### src/mgkr_pkg.sv
package mgkr_pkg;

  localparam int unsigned REMAP_SIZE  = 54;
  localparam int unsigned SLOT_TAG_W  = 6;
  localparam int unsigned FIFO_DEPTH  = 2;
  localparam int unsigned MOD_W       = 4;

  localparam logic [15:0] TYPE_KEY    = 16'd1;
  localparam logic [15:0] KEY_LCTRL   = 16'd29;
  localparam logic [15:0] KEY_RCTRL   = 16'd97;
  localparam logic [15:0] KEY_LALT    = 16'd56;
  localparam logic [15:0] KEY_WIN     = 16'd125;

  localparam logic [MOD_W-1:0] MOD_LCTRL = 4'b0001;
  localparam logic [MOD_W-1:0] MOD_RCTRL = 4'b0010;
  localparam logic [MOD_W-1:0] MOD_LALT  = 4'b0100;
  localparam logic [MOD_W-1:0] MOD_WIN   = 4'b1000;
  localparam logic [MOD_W-1:0] MOD_NONE  = 4'b0000;

  localparam logic [31:0] VAL_RELEASE = 32'd0;
  localparam logic [31:0] VAL_PRESS   = 32'd1;
  localparam logic [31:0] VAL_REPEAT  = 32'd2;

  localparam logic [5:0] REMAP_TABLE [REMAP_SIZE] = '{
    6'd2,  6'd1,  6'd2,  6'd3,  6'd4,  6'd5,  6'd6,  6'd7,
    6'd8,  6'd9,  6'd10, 6'd11, 6'd9,  6'd41, 6'd14, 6'd15,
    6'd50, 6'd27, 6'd33, 6'd38, 6'd20, 6'd45, 6'd47, 6'd32,
    6'd19, 6'd18, 6'd26, 6'd17, 6'd28, 6'd29, 6'd30, 6'd37,
    6'd23, 6'd53, 6'd51, 6'd52, 6'd25, 6'd48, 6'd24, 6'd39,
    6'd44, 6'd41, 6'd42, 6'd20, 6'd26, 6'd46, 6'd35, 6'd22,
    6'd16, 6'd39, 6'd40, 6'd34, 6'd47, 6'd49
  };

  typedef enum logic [1:0] {
    CMD_PASS,
    CMD_PRESS,
    CMD_RELEASE
  } cmd_kind_e;

  typedef struct packed {
    logic [15:0]        event_type;
    logic [15:0]        key_code;
    logic signed [31:0] event_value;
  } in_req_t;

  typedef struct packed {
    logic [15:0]        out_type;
    logic [15:0]        out_code;
    logic signed [31:0] out_value;
    logic               slots_full;
  } out_rsp_t;

  // classified request handed from front to back
  typedef struct packed {
    in_req_t   req;
    cmd_kind_e kind;
    logic      remappable;
    logic      mod_held;
  } cmd_t;

  function automatic logic [15:0] remap_code(input logic [15:0] code);
    logic [15:0] res;
    res = code;
    if (code < 16'(REMAP_SIZE)) begin
      res = 16'(REMAP_TABLE[code[5:0]]);
    end
    return res;
  endfunction

  function automatic logic [MOD_W-1:0] mod_bit(input logic [15:0] code);
    logic [MOD_W-1:0] res;
    unique case (code)
      KEY_LCTRL: res = MOD_LCTRL;
      KEY_RCTRL: res = MOD_RCTRL;
      KEY_LALT:  res = MOD_LALT;
      KEY_WIN:   res = MOD_WIN;
      default:   res = MOD_NONE;
    endcase
    return res;
  endfunction

  // slot entry is code + 1; only remappable codes (below 54) are stored
  function automatic logic [SLOT_TAG_W-1:0] slot_tag(input logic [15:0] code);
    return code[SLOT_TAG_W-1:0] + SLOT_TAG_W'(1);
  endfunction

endpackage

### src/modifier_gated_key_remapper_unit.sv
// Channel  | Dir | Handshake          | Payload
// ---------+-----+--------------------+------------------------------------
// request  | in  | push / full        | req_i : event_type, key_code, value
// result   | out | empty / pop        | rsp_o : type, code, value, slots_full
//
// One result per request, in order. Pass, repeat, press and ungated
// requests are answered directly from idle in the back end; a gated
// release while N > 0 slots are held sweeps the slot memory, one read a cycle.
// Reset clears the modifier bits and the slot count; the slot memory is
// never used past the count, so it needs no clearing.
// A 2-deep command queue decouples the front from sweeps and pop stalls.
module modifier_gated_key_remapper_unit #(
  parameter int unsigned SLOT_COUNT = 32
) (
  input  logic               clk_i,
  input  logic               rst_ni,
  input  logic               push,
  output logic               full,
  input  mgkr_pkg::in_req_t  req_i,
  output logic               empty,
  input  logic               pop,
  output mgkr_pkg::out_rsp_t rsp_o
);
  import mgkr_pkg::*;

  logic fifo_full;
  logic cmd_push, cmd_valid, cmd_pop;
  logic rsp_valid;
  cmd_t cmd_in, cmd_out;

  // front: modifier tracking and request classification
  mgkr_front u_front (
    .clk_i       (clk_i),
    .rst_ni      (rst_ni),
    .push_i      (push),
    .req_i       (req_i),
    .fifo_full_i (fifo_full),
    .cmd_push_o  (cmd_push),
    .cmd_o       (cmd_in)
  );

  // decouples front from slot sweep
  mgkr_cmd_fifo u_fifo (
    .clk_i   (clk_i),
    .rst_ni  (rst_ni),
    .push_i  (cmd_push),
    .cmd_i   (cmd_in),
    .full_o  (fifo_full),
    .pop_i   (cmd_pop),
    .valid_o (cmd_valid),
    .cmd_o   (cmd_out)
  );

  // back: slot list, remap and result register
  mgkr_back #(
    .SLOT_COUNT (SLOT_COUNT)
  ) u_back (
    .clk_i       (clk_i),
    .rst_ni      (rst_ni),
    .cmd_valid_i (cmd_valid),
    .cmd_i       (cmd_out),
    .cmd_pop_o   (cmd_pop),
    .rsp_valid_o (rsp_valid),
    .rsp_o       (rsp_o),
    .pop_i       (pop)
  );

  assign full  = fifo_full;
  assign empty = !rsp_valid;

endmodule

### src/mgkr_front.sv
module mgkr_front (
  input  logic             clk_i,
  input  logic             rst_ni,
  input  logic             push_i,
  input  mgkr_pkg::in_req_t req_i,
  input  logic             fifo_full_i,
  output logic             cmd_push_o,
  output mgkr_pkg::cmd_t   cmd_o
);
  import mgkr_pkg::*;

  logic [MOD_W-1:0] mask_q, mask_d;
  logic [MOD_W-1:0] mod;
  logic             is_key;
  logic             accept;

  assign accept = push_i && !fifo_full_i;
  assign mod    = mod_bit(req_i.key_code);
  assign is_key = (req_i.event_type == TYPE_KEY) &&
                  ((req_i.event_value == VAL_RELEASE) ||
                   (req_i.event_value == VAL_PRESS) ||
                   (req_i.event_value == VAL_REPEAT));

  always_comb begin
    mask_d = mask_q;
    if (is_key && req_i.event_value == VAL_PRESS) begin
      mask_d = mask_q | mod;
    end else if (is_key && req_i.event_value == VAL_RELEASE) begin
      mask_d = mask_q & ~mod;
    end
  end

  always_comb begin
    cmd_o.req        = req_i;
    cmd_o.remappable = remap_code(req_i.key_code) != req_i.key_code;
    cmd_o.mod_held   = mask_d != MOD_NONE;
    cmd_o.kind       = CMD_PASS;
    if (is_key && req_i.event_value == VAL_PRESS) begin
      cmd_o.kind = CMD_PRESS;
    end else if (is_key && req_i.event_value == VAL_RELEASE) begin
      cmd_o.kind = CMD_RELEASE;
    end
  end

  assign cmd_push_o = accept;

  always_ff @(posedge clk_i or negedge rst_ni) begin
    if (!rst_ni) begin
      mask_q <= MOD_NONE;
    end else if (accept) begin
      mask_q <= mask_d;
    end
  end

endmodule

### src/mgkr_cmd_fifo.sv
module mgkr_cmd_fifo (
  input  logic           clk_i,
  input  logic           rst_ni,
  input  logic           push_i,
  input  mgkr_pkg::cmd_t cmd_i,
  output logic           full_o,
  input  logic           pop_i,
  output logic           valid_o,
  output mgkr_pkg::cmd_t cmd_o
);
  import mgkr_pkg::*;

  localparam int unsigned PW = $clog2(FIFO_DEPTH);
  localparam int unsigned CW = $clog2(FIFO_DEPTH + 1);

  cmd_t          buf_q [FIFO_DEPTH];
  logic [PW-1:0] wr_q, rd_q;
  logic [CW-1:0] cnt_q;
  logic          do_push, do_pop;

  assign full_o  = cnt_q == CW'(FIFO_DEPTH);
  assign valid_o = cnt_q != '0;
  assign cmd_o   = buf_q[rd_q];
  assign do_push = push_i && !full_o;
  assign do_pop  = pop_i && valid_o;

  always_ff @(posedge clk_i) begin
    if (do_push) begin
      buf_q[wr_q] <= cmd_i;
    end
  end

  always_ff @(posedge clk_i or negedge rst_ni) begin
    if (!rst_ni) begin
      wr_q  <= '0;
      rd_q  <= '0;
      cnt_q <= '0;
    end else begin
      if (do_push) begin
        wr_q <= (wr_q == PW'(FIFO_DEPTH - 1)) ? '0 : wr_q + PW'(1);
      end
      if (do_pop) begin
        rd_q <= (rd_q == PW'(FIFO_DEPTH - 1)) ? '0 : rd_q + PW'(1);
      end
      if (do_push && !do_pop) begin
        cnt_q <= cnt_q + CW'(1);
      end else if (do_pop && !do_push) begin
        cnt_q <= cnt_q - CW'(1);
      end
    end
  end

endmodule

### src/mgkr_back.sv
module mgkr_back #(
  parameter int unsigned SLOT_COUNT = 32
) (
  input  logic               clk_i,
  input  logic               rst_ni,
  input  logic               cmd_valid_i,
  input  mgkr_pkg::cmd_t     cmd_i,
  output logic               cmd_pop_o,
  output logic               rsp_valid_o,
  output mgkr_pkg::out_rsp_t rsp_o,
  input  logic               pop_i
);
  import mgkr_pkg::*;

  localparam int unsigned IW = (SLOT_COUNT > 1) ? $clog2(SLOT_COUNT) : 1;
  localparam int unsigned CW = $clog2(SLOT_COUNT + 1);

  typedef enum logic [1:0] {
    ST_IDLE,
    ST_SWEEP,
    ST_TAIL,
    ST_EMIT
  } state_e;

  logic [SLOT_TAG_W-1:0] slots_q [SLOT_COUNT];
  logic [SLOT_TAG_W-1:0] rd_data_q;

  state_e          state_q, state_d;
  logic [CW-1:0]   count_q, count_d;
  logic [CW-1:0]   last_q, last_d;
  logic [IW-1:0]   idx_q, idx_d;
  logic [IW-1:0]   cmp_idx_q, cmp_idx_d;
  logic            cmp_vld_q, cmp_vld_d;
  logic            matched_q, matched_d;
  in_req_t         cur_q, cur_d;
  logic            rsp_valid_q, rsp_valid_d;
  out_rsp_t        rsp_q, rsp_d;

  logic                  we;
  logic [IW-1:0]         waddr;
  logic [SLOT_TAG_W-1:0] wdata;
  logic                  out_free, gate, fire, press_ok;

  assign out_free = !rsp_valid_q || pop_i;
  assign gate     = cmd_i.remappable && (cmd_i.mod_held || count_q != '0);
  assign fire     = (state_q == ST_IDLE) && cmd_valid_i && out_free;
  assign press_ok = fire && gate && (cmd_i.kind == CMD_PRESS) &&
                    (count_q < CW'(SLOT_COUNT));

  always_comb begin
    state_d     = state_q;
    count_d     = count_q;
    last_d      = last_q;
    idx_d       = idx_q;
    cmp_idx_d   = idx_q;
    cmp_vld_d   = 1'b0;
    matched_d   = matched_q;
    cur_d       = cur_q;
    rsp_valid_d = rsp_valid_q && !pop_i;
    rsp_d       = rsp_q;
    cmd_pop_o   = 1'b0;
    we          = 1'b0;
    waddr       = idx_q;
    wdata       = '0;

    // compare stage of the release sweep
    if (cmp_vld_q) begin
      if (rd_data_q == slot_tag(cur_q.key_code)) begin
        we        = 1'b1;
        waddr     = cmp_idx_q;
        wdata     = '0;
        matched_d = 1'b1;
      end else if (rd_data_q != '0) begin
        last_d = CW'(cmp_idx_q) + CW'(1);
      end
    end

    unique case (state_q)
      ST_IDLE: begin
        if (fire) begin
          cmd_pop_o = 1'b1;
          if (gate && cmd_i.kind == CMD_RELEASE && count_q != '0) begin
            cur_d     = cmd_i.req;
            matched_d = 1'b0;
            last_d    = '0;
            idx_d     = '0;
            state_d   = ST_SWEEP;
          end else begin
            rsp_valid_d      = 1'b1;
            rsp_d.out_type   = cmd_i.req.event_type;
            rsp_d.out_code   = cmd_i.req.key_code;
            rsp_d.out_value  = cmd_i.req.event_value;
            rsp_d.slots_full = 1'b0;
            if (gate && cmd_i.kind == CMD_PRESS) begin
              if (press_ok) begin
                we             = 1'b1;
                waddr          = count_q[IW-1:0];
                wdata          = slot_tag(cmd_i.req.key_code);
                count_d        = count_q + CW'(1);
                rsp_d.out_code = remap_code(cmd_i.req.key_code);
              end else begin
                rsp_d.slots_full = 1'b1;
              end
            end
          end
        end
      end
      ST_SWEEP: begin
        cmp_vld_d = 1'b1;
        idx_d     = idx_q + IW'(1);
        if (CW'(idx_q) == count_q - CW'(1)) begin
          state_d = ST_TAIL;
        end
      end
      ST_TAIL: begin
        state_d = ST_EMIT;
      end
      ST_EMIT: begin
        if (out_free) begin
          rsp_valid_d      = 1'b1;
          rsp_d.out_type   = cur_q.event_type;
          rsp_d.out_code   = matched_q ? remap_code(cur_q.key_code) : cur_q.key_code;
          rsp_d.out_value  = cur_q.event_value;
          rsp_d.slots_full = 1'b0;
          count_d          = last_q;
          state_d          = ST_IDLE;
        end
      end
      default: state_d = ST_IDLE;
    endcase
  end

  always_ff @(posedge clk_i) begin
    if (we) begin
      slots_q[waddr] <= wdata;
    end
    rd_data_q <= slots_q[idx_q];
  end

  always_ff @(posedge clk_i or negedge rst_ni) begin
    if (!rst_ni) begin
      state_q     <= ST_IDLE;
      count_q     <= '0;
      last_q      <= '0;
      idx_q       <= '0;
      cmp_idx_q   <= '0;
      cmp_vld_q   <= 1'b0;
      matched_q   <= 1'b0;
      cur_q       <= '0;
      rsp_valid_q <= 1'b0;
      rsp_q       <= '0;
    end else begin
      state_q     <= state_d;
      count_q     <= count_d;
      last_q      <= last_d;
      idx_q       <= idx_d;
      cmp_idx_q   <= cmp_idx_d;
      cmp_vld_q   <= cmp_vld_d;
      matched_q   <= matched_d;
      cur_q       <= cur_d;
      rsp_valid_q <= rsp_valid_d;
      rsp_q       <= rsp_d;
    end
  end

  assign rsp_valid_o = rsp_valid_q;
  assign rsp_o       = rsp_q;

`ifndef ASSERT_OFF
  a_count_bound: assert property (@(posedge clk_i) disable iff (!rst_ni)
    count_q <= CW'(SLOT_COUNT))
    else $error("held slot count beyond slot list");

  a_sweep_nonempty: assert property (@(posedge clk_i) disable iff (!rst_ni)
    (state_q != ST_IDLE) |-> (count_q != '0))
    else $error("release sweep with empty slot list");

  a_press_grows: assert property (@(posedge clk_i) disable iff (!rst_ni)
    press_ok |=> (count_q == $past(count_q) + CW'(1)))
    else $error("recorded press did not grow slot list");

  a_sweep_no_trailing: assert property (@(posedge clk_i) disable iff (!rst_ni)
    (state_q == ST_EMIT && out_free) |=> (count_q <= $past(count_q)))
    else $error("release sweep grew slot list");
`endif

endmodule
### config.mk
export PLATFORM = sky130hd
export DESIGN_NAME = modifier_gated_key_remapper_unit
export DESIGN_NICKNAME = d
export VERILOG_FILES = /design/src/mgkr_pkg.sv /design/src/modifier_gated_key_remapper_unit.sv /design/src/mgkr_front.sv /design/src/mgkr_cmd_fifo.sv /design/src/mgkr_back.sv
export SDC_FILE = /design/constraint.sdc
export NUM_CORES = 1
export LEC_CHECK = 0
export ABC_AREA = 1
export BUFFER_PORTS_ARGS = -buffer_cell sky130_fd_sc_hd__buf_4
export CORE_AREA = 2 2 198 200
export DETAILED_ROUTE_END_ITERATION = 10
export DIE_AREA = 0 0 200 202
export GPL_ROUTABILITY_DRIVEN = 0
export PLACE_DENSITY = 0.79
export RECOVER_POWER = 50
export SLEW_MARGIN = 10
export SYNTH_ARGS = -nofsm -noshare
export SYNTH_HDL_FRONTEND = slang
export SYNTH_SLANG_ARGS = --single-unit
### constraint.sdc
create_clock -name clk_i -period 5.7 [get_ports clk_i]
set_input_delay 0.57 -clock clk_i [delete_from_list [all_inputs] [get_ports clk_i]]
set_output_delay 0.57 -clock clk_i [all_outputs]
set_load 0.01 [all_outputs]
# Word level (Yosys, flattened, before mapping)
# Memories as Yosys holds them, arrays and structs flattened. A register that Yosys moved wholly into a read port is not among the register bits.
# Index checks and enable logic that the tools add are counted.
# op_classes
eq_ne	23
n_mux	82
n_bitwise	6
addsub	10
reduce_logical	41
n_lt_le_gt_ge	7
# ops
operator	count
65-bit 2-to-1 mux	3
6-bit 2-to-1 mux	22
65-bit case mux with 2 select lines	1
16-bit 2-to-1 mux	6
16-bit by 6-bit < comparator with 1-bit output, second input constant	3
5-bit 2-to-1 mux	9
16-bit by 7-bit equality test with 1-bit output, second input constant	2
32-bit by 1-bit equality test with 1-bit output, second input constant	1
32-bit by 2-bit equality test with 1-bit output, second input constant	1
32-bit zero test	1
1-bit 2-to-1 mux	26
7-bit greater-or-equal comparator, second input constant	3
6-bit NOT with 7-bit output	3
6-bit by 1-bit adder with 6-bit output, second input constant	3
1-bit logical AND	18
16-bit by 1-bit equality test with 1-bit output, second input constant	1
16-bit by 5-bit equality test with 1-bit output, second input constant	1
16-bit by 6-bit equality test with 1-bit output, second input constant	1
2-bit 2-to-1 mux	8
16-bit != test	1
4-bit case mux with 4 select lines	1
6-bit case mux with 2 select lines	1
6-bit nonzero test	2
5-bit case mux with 2 select lines	1
other kinds (27)	50
# totals
elab_cells	193
input_bits	68
mem_bits_ro	1152
output_inout_bits	67
mem_count	5
register_bits	164
ram_bits	328
# memory_table
memory	words	word_bits	read_ports	rd_clocked_by_memory_dff	write_ports	line	text
(no name shown)	64	6	1	0	0	mgkr_pkg.sv:65	res = 16'(REMAP_TABLE[code[5:0]]);
(no name shown)	64	6	1	0	0	mgkr_pkg.sv:65	
(no name shown)	64	6	1	0	0	mgkr_pkg.sv:65	
u_back.slots_q	32	6	1	1	1	mgkr_back.sv:25	logic [SLOT_TAG_W-1:0] slots_q [SLOT_COUNT];
u_fifo.buf_q	2	68	1	0	1	mgkr_cmd_fifo.sv:16	cmd_t buf_q [FIFO_DEPTH];

# Longest topological paths before layout
# depth
ltp_word	13
ltp_mapped	17
mapped_depth_nobuf	16

# Cells and area by module
# From an unflattened synthesis, not the netlist that was laid out.
# unflattened
hier_cells	2477
area_unflattened_um2	23530.1
# by_module_without_submodules
mod	area_each_um2	cells_per_inst	instances	seq_area_each_um2
mgkr_back	16535.9	1762	1	9789.4
mgkr_cmd_fifo	5176.2	387	1	4184.0
mgkr_front	1814.2	327	1	100.1
modifier_gated_key_remapper_unit	3.8	1	1	0.0

# Least setup slack after synthesis
# No wires, ideal clock.
# synth_path
path_kind	input to register
startpoint	input port push
endpoint	memory u_fifo.buf_q[1][0] (netlist bit), enable pin
stages	3
t_arrival_ns	3.735
t_required_ns	5.204
path_buffers	1
setup_slack_ns	1.469
setup_ns	0.496
cell_sequence	o21ai_0 clkbuf_1 nor2_1
# synth_via
elab_chain_len	4
# synth_rtl
element	line	text
from (decl)	modifier_gated_key_remapper_unit.sv:17	input logic push,
1-bit logical AND	mgkr_front.sv:17	assign accept = push_i && !fifo_full_i;
1-bit logical AND	mgkr_cmd_fifo.sv:24	assign do_push = push_i && !full_o;
1-bit 2-to-1 mux	mgkr_cmd_fifo.sv:28	if (do_push) begin
1-bit 2-to-1 mux (not written as such)	mgkr_cmd_fifo.sv:29	buf_q[wr_q] <= cmd_i;
to (decl)	mgkr_cmd_fifo.sv:16	
# Every way passes these cells.

# Final worst setup path
# layout_path
startpoint	register u_fifo.rd_q
endpoint	register u_back.idx_q[4], in the netlist u_back.cmp_idx_d[4]
# layout_via
elab_chain_len	7
elab_cells_between_ends	8
cone_classes	eq/ne (2); reduce/logical (5); memory (1)
# layout_rtl
element	line	text
from (decl)	mgkr_cmd_fifo.sv:17	logic [PW-1:0] wr_q, rd_q;
from (signal assigned)	mgkr_cmd_fifo.sv:43	rd_q <= (rd_q == PW'(FIFO_DEPTH - 1)) ? '0 : rd_q + PW'(1);
memory 2 x 68 bit (*)	-	
1-bit logical OR	mgkr_back.sv:45	assign gate = cmd_i.remappable && (cmd_i.mod_held || count_q != '0);
1-bit logical AND	mgkr_back.sv:45	
1-bit logical AND (*) (2 in a row)	mgkr_back.sv:82	if (gate && cmd_i.kind == CMD_RELEASE && count_q != '0) begin
2-bit != test (no line) (*)	-	
3-bit AND reduction (no line) (*)	-	
to (signal assigned)	mgkr_back.sv:156	idx_q <= idx_d;
to (decl)	mgkr_back.sv:31	logic [IW-1:0] idx_q, idx_d;
# Mark *: on every way between the ends. The rest lies on a longest branch, timed or not.
# A chain may end at the register's enable or synchronous reset.

==> summary.md <==
| Metric | Value |
|---|---|
| Clock latency on the worst-skew pair | slightly above 0.6 ns |
| Min Tclk post-route | between 4 and 5 ns |
| HPWL after DPL | around 36000 um |
| Switching share of power | 0.400 |
| Hold path depth | 1 |
| Post-CTS Setup Repair Bufs | 0 |
| PD cells | 528 nW/um^2 |
| Ys Warns | 0 |
| Wire per inst | 18.3 um |
| Core Area | between 30000 and 40000 um^2 |
| Count of pins over their slew limit | around 230 |
| DRC violations left | 0 |
| WL met1 | roughly 22000 um |
| Drt first pass iters | 6 |
| Violated checks | max-capacitance violations, max-slew violations |
| Worst Hold Class | primary input to flip-flop |
| Die H | just over 200 um |
| Leading cell type in the layout, fill and taps excluded | nand2_1 |
| Int Power | 8050 uW |
| Status | complete, but fails checks |
| Global-route wire length before repair | just under 90000 um |
| FF-to-FF Start | u_fifo.rd_q |
| Initial antenna violation count | 2 |
| Routed met3 length | approximately 5500 um |
| CP Cell Sequence | inv_1, nand2_1, nand2_1, nand3_1, nor2_1, nand2_1, nor2_4, inv_2, nand2_2, nand4_1, o21ai_0 |
| Max Used Layer | met5 |
| Logic pwr share | 0.372 |
| Flop2flop setup slack | 1.36 ns |
| Fin. Hold Viols | 0 |
| Root Buffer | clkbuf_16 |
| Setup TNS | 0 ns |
| PortBufs | between 100 and 150 |
| Worst reg-to-reg path cell count | 11 |
| Critical path type | flip-flop to flip-flop |
| VDD IR max | about 0.33 mV |
| CTS Buf Count | 49 |
| Final WL | roughly 56000 um |
| Mapped Cells | between 2000 and 2500 |
| Leak | approximately 0.010 uW |
| GRT Total Usage | 0.279 |
| Sw power | approximately 5400 uW |
| Initial core utilization | 0.603 |
| Via-to-Cell Ratio | 5.83 |
| Total die area | just over 40000 um^2 |
| Sequential power share | 0.391 |
| Arrival time worst endpoint | 4.83 ns |
| Synth unique cells | between 50 and 60 |
| Via Count | 17806 |
| CP max FO | between 50 and 60 |
| DR iter-0 viols | 1550 |
| Share of cells above drive strength 1 | 0.0560 |
| Syn Area/Cell | approximately 9.6 um^2 |
| Most used DFF post-synth | edfxtp_1 |
| CP Launch Type | flip-flop |
| Critical Path Max Stage Delay | between 1 and 1.5 ns |
| Io pins | 135 |
| Clock skew | approximately 0.028 ns |
| Maximum number of pins on one net before global-route repair | about 100 |
| Worst EP required | a little over 6 ns |
| CTS resizes | 0 |
| Async SR Flop Fraction | 0.329 |
| Post-synth EDFFs | around 330 |
| Max_cap viols | 5 |
| Vias in the first global route | 17178 |
| Total gr overflow | 0 |
| Crit path top cell by count | nand2_1 |
| Tcrit/Tclk final | 0.762 |
| Syn Std Cell Area | ~23000 um^2 |
| CTS tree | done |
| Most frequent cells in the layout | nand2_1, edfxtp_1, o21ai_0 |
| Final setup vio count | 0 |
| Met2 wire length | 26300 um |
| Hold Startpoint | req_i[52] |
| H-tree levels | 2 |
| Die width | 200 um |
| Slew HR | -1.15 |
| Layout area overhead | 10.0% |
| Nets | between 2000 and 3000 |
| Sequential area share after synthesis | 0.609 |
| FF-to-FF End | u_back.cmp_idx_d[4] |
| CTS Sinks | between 400 and 500 |
| Detail Route Antenna Nets | 0 |
| #FFs+latches synth | 498 |
| FP Rows | just over 70 |
| Hold-fix buffers, CTS | 1 |
| RSZ-0062 raised after global routing | no |
| F_max | approximately 230 MHz |
| Clock network power share | 0.237 |
| Synthesized net count | ~2500 |
| Clk pin slew, worst setup/hold paths | roughly 0.06 ns |
| Design Power | approximately 13000 uW |
| Min-Delay Endpoint | u_fifo.buf_q[0][56] |
| Crit-path slowest cell | inv_1 |
| Worst setup EP type | flip-flop |
| Buffer depth of the longest clock path | 3 |
| Worst-margin pin slew | roughly 3.2 ns |
[how the worst max path moves through the flow]
| stage | slack (ns) | from | endpoint | depth (start not counted) |
|---|---|---|---|---|
| after global placement | 2.17 | u_fifo.rd_q | u_back.cmp_idx_d[2] | 12 |
| after floorplan | 1.47 | push | u_fifo.buf_q[1][0] | 3 |
| after detailed placement | 2.11 | u_fifo.rd_q | u_back.cmp_idx_d[2] | 12 |
| after global routing | 0.94 | u_fifo.rd_q | u_back.cmp_idx_d[4] | 11 |
| final | 1.36 | u_fifo.rd_q | u_back.cmp_idx_d[4] | 11 |
| after CTS | 2.03 | u_fifo.rd_q | u_back.cmp_idx_d[4] | 11 |
[synth_stat cells (all sizes together), types with 28 or more instances]
library cell | n | area (um^2)
a21oi | 60 | 300
nor2 | 265 | 1040
buf | 55 | 329
nand2 | 616 | 2340
dfrtp | 164 | 4100
o22ai | 35 | 219
o21ai | 339 | 1720
inv | 181 | 682
ha | 35 | 438
clkbuf | 68 | 256
edfxtp | 328 | 9850
o211ai | 28 | 210
nand3 | 116 | 663
[sequential cells by signal (all words and copies together) (netlist names), 2 cells and up]
| register | cells |
|---|---|
| u_back.rsp_o | 65 |
| u_back.slots_q | 192 |
| u_fifo.buf_q | 136 |
| u_back.state_q | 2 |
| u_back.cmp_idx_d | 5 |
| u_fifo.cnt_q | 2 |
| u_front.mask_q | 4 |
| u_back.rd_data_q | 6 |
| u_back.cmp_idx_q | 5 |
| u_back.count_q | 6 |
| u_back.last_q | 6 |
| u_back.cur_q | 64 |
[cells by family after synthesis]
logic type      Yosys count  share of synthesized area
xor+xnor                 21                    0.00796
simple gates           1055                      0.191
compound gates          497                      0.117
buf+inv                 308                     0.0556
fa+ha+maj                35                     0.0190
flops                   498                      0.609
[metal layers]
layer / up-vias / track usage
met3: 139 / 0.0566
met1: 8422 / 0.376
li1: 8345 / -
met5: - / 0
met4: 2 / 0.0997
met2: 898 / 0.450
[per-stage QoR]
| step | util | hold slack, ns | cell area, um^2 | setup slack (ns) | instances |
|---|---|---|---|---|---|
| after floorplan | - | 0.274 | 23100 | 1.47 | 2414 |
| after global placement | 0.637 | 0.466 | 24400 | 2.17 | 2962 |
| after detailed placement | 0.637 | 0.469 | 24400 | 2.11 | 2962 |
| after CTS | 0.678 | 0.142 | 26000 | 2.03 | 3054 |
| after global routing | 0.664 | 0.211 | 25400 | 0.936 | 3055 |
| final | 0.664 | 0.208 | 25400 | 1.36 | 3056 |
[power by group through the flow]
stage          sequential (uW)  combinational (uW)  clock [uW]
4_1_cts                   5240                5160        3200
5_1_grt                   5330                5620        3360
2_1_floorplan             5200                3670           0
3_5_place_dp              5300                5090           0
6_report                  5250                4990        3180
3_3_place_gp              5260                4930           0
[cell type report]
| type | instances | area, um^2 |
|---|---|---|
| Antenna cell | 2 | 5.00 |
| Multi-Input combinational cell | 1608 | 7750 |
| Clock buffer | 66 | 1320 |
| Timing Repair Buffer | 154 | 666 |
| Clock inverter | 25 | 248 |
| Tap cell | 518 | 648 |
| Sequential cell | 498 | 14100 |
| Inverter | 185 | 698 |
| Fill cell | 2911 | 12900 |
[critical path, delay by kind of cell (launching register included)]
kind | cells | cell delay [ns]
compound gates | 1 | 0.12
buf+inv | 2 | 1.81
flops | 1 | 0.40
simple gates | 8 | 1.88
(Power assumes the default switching activity.)
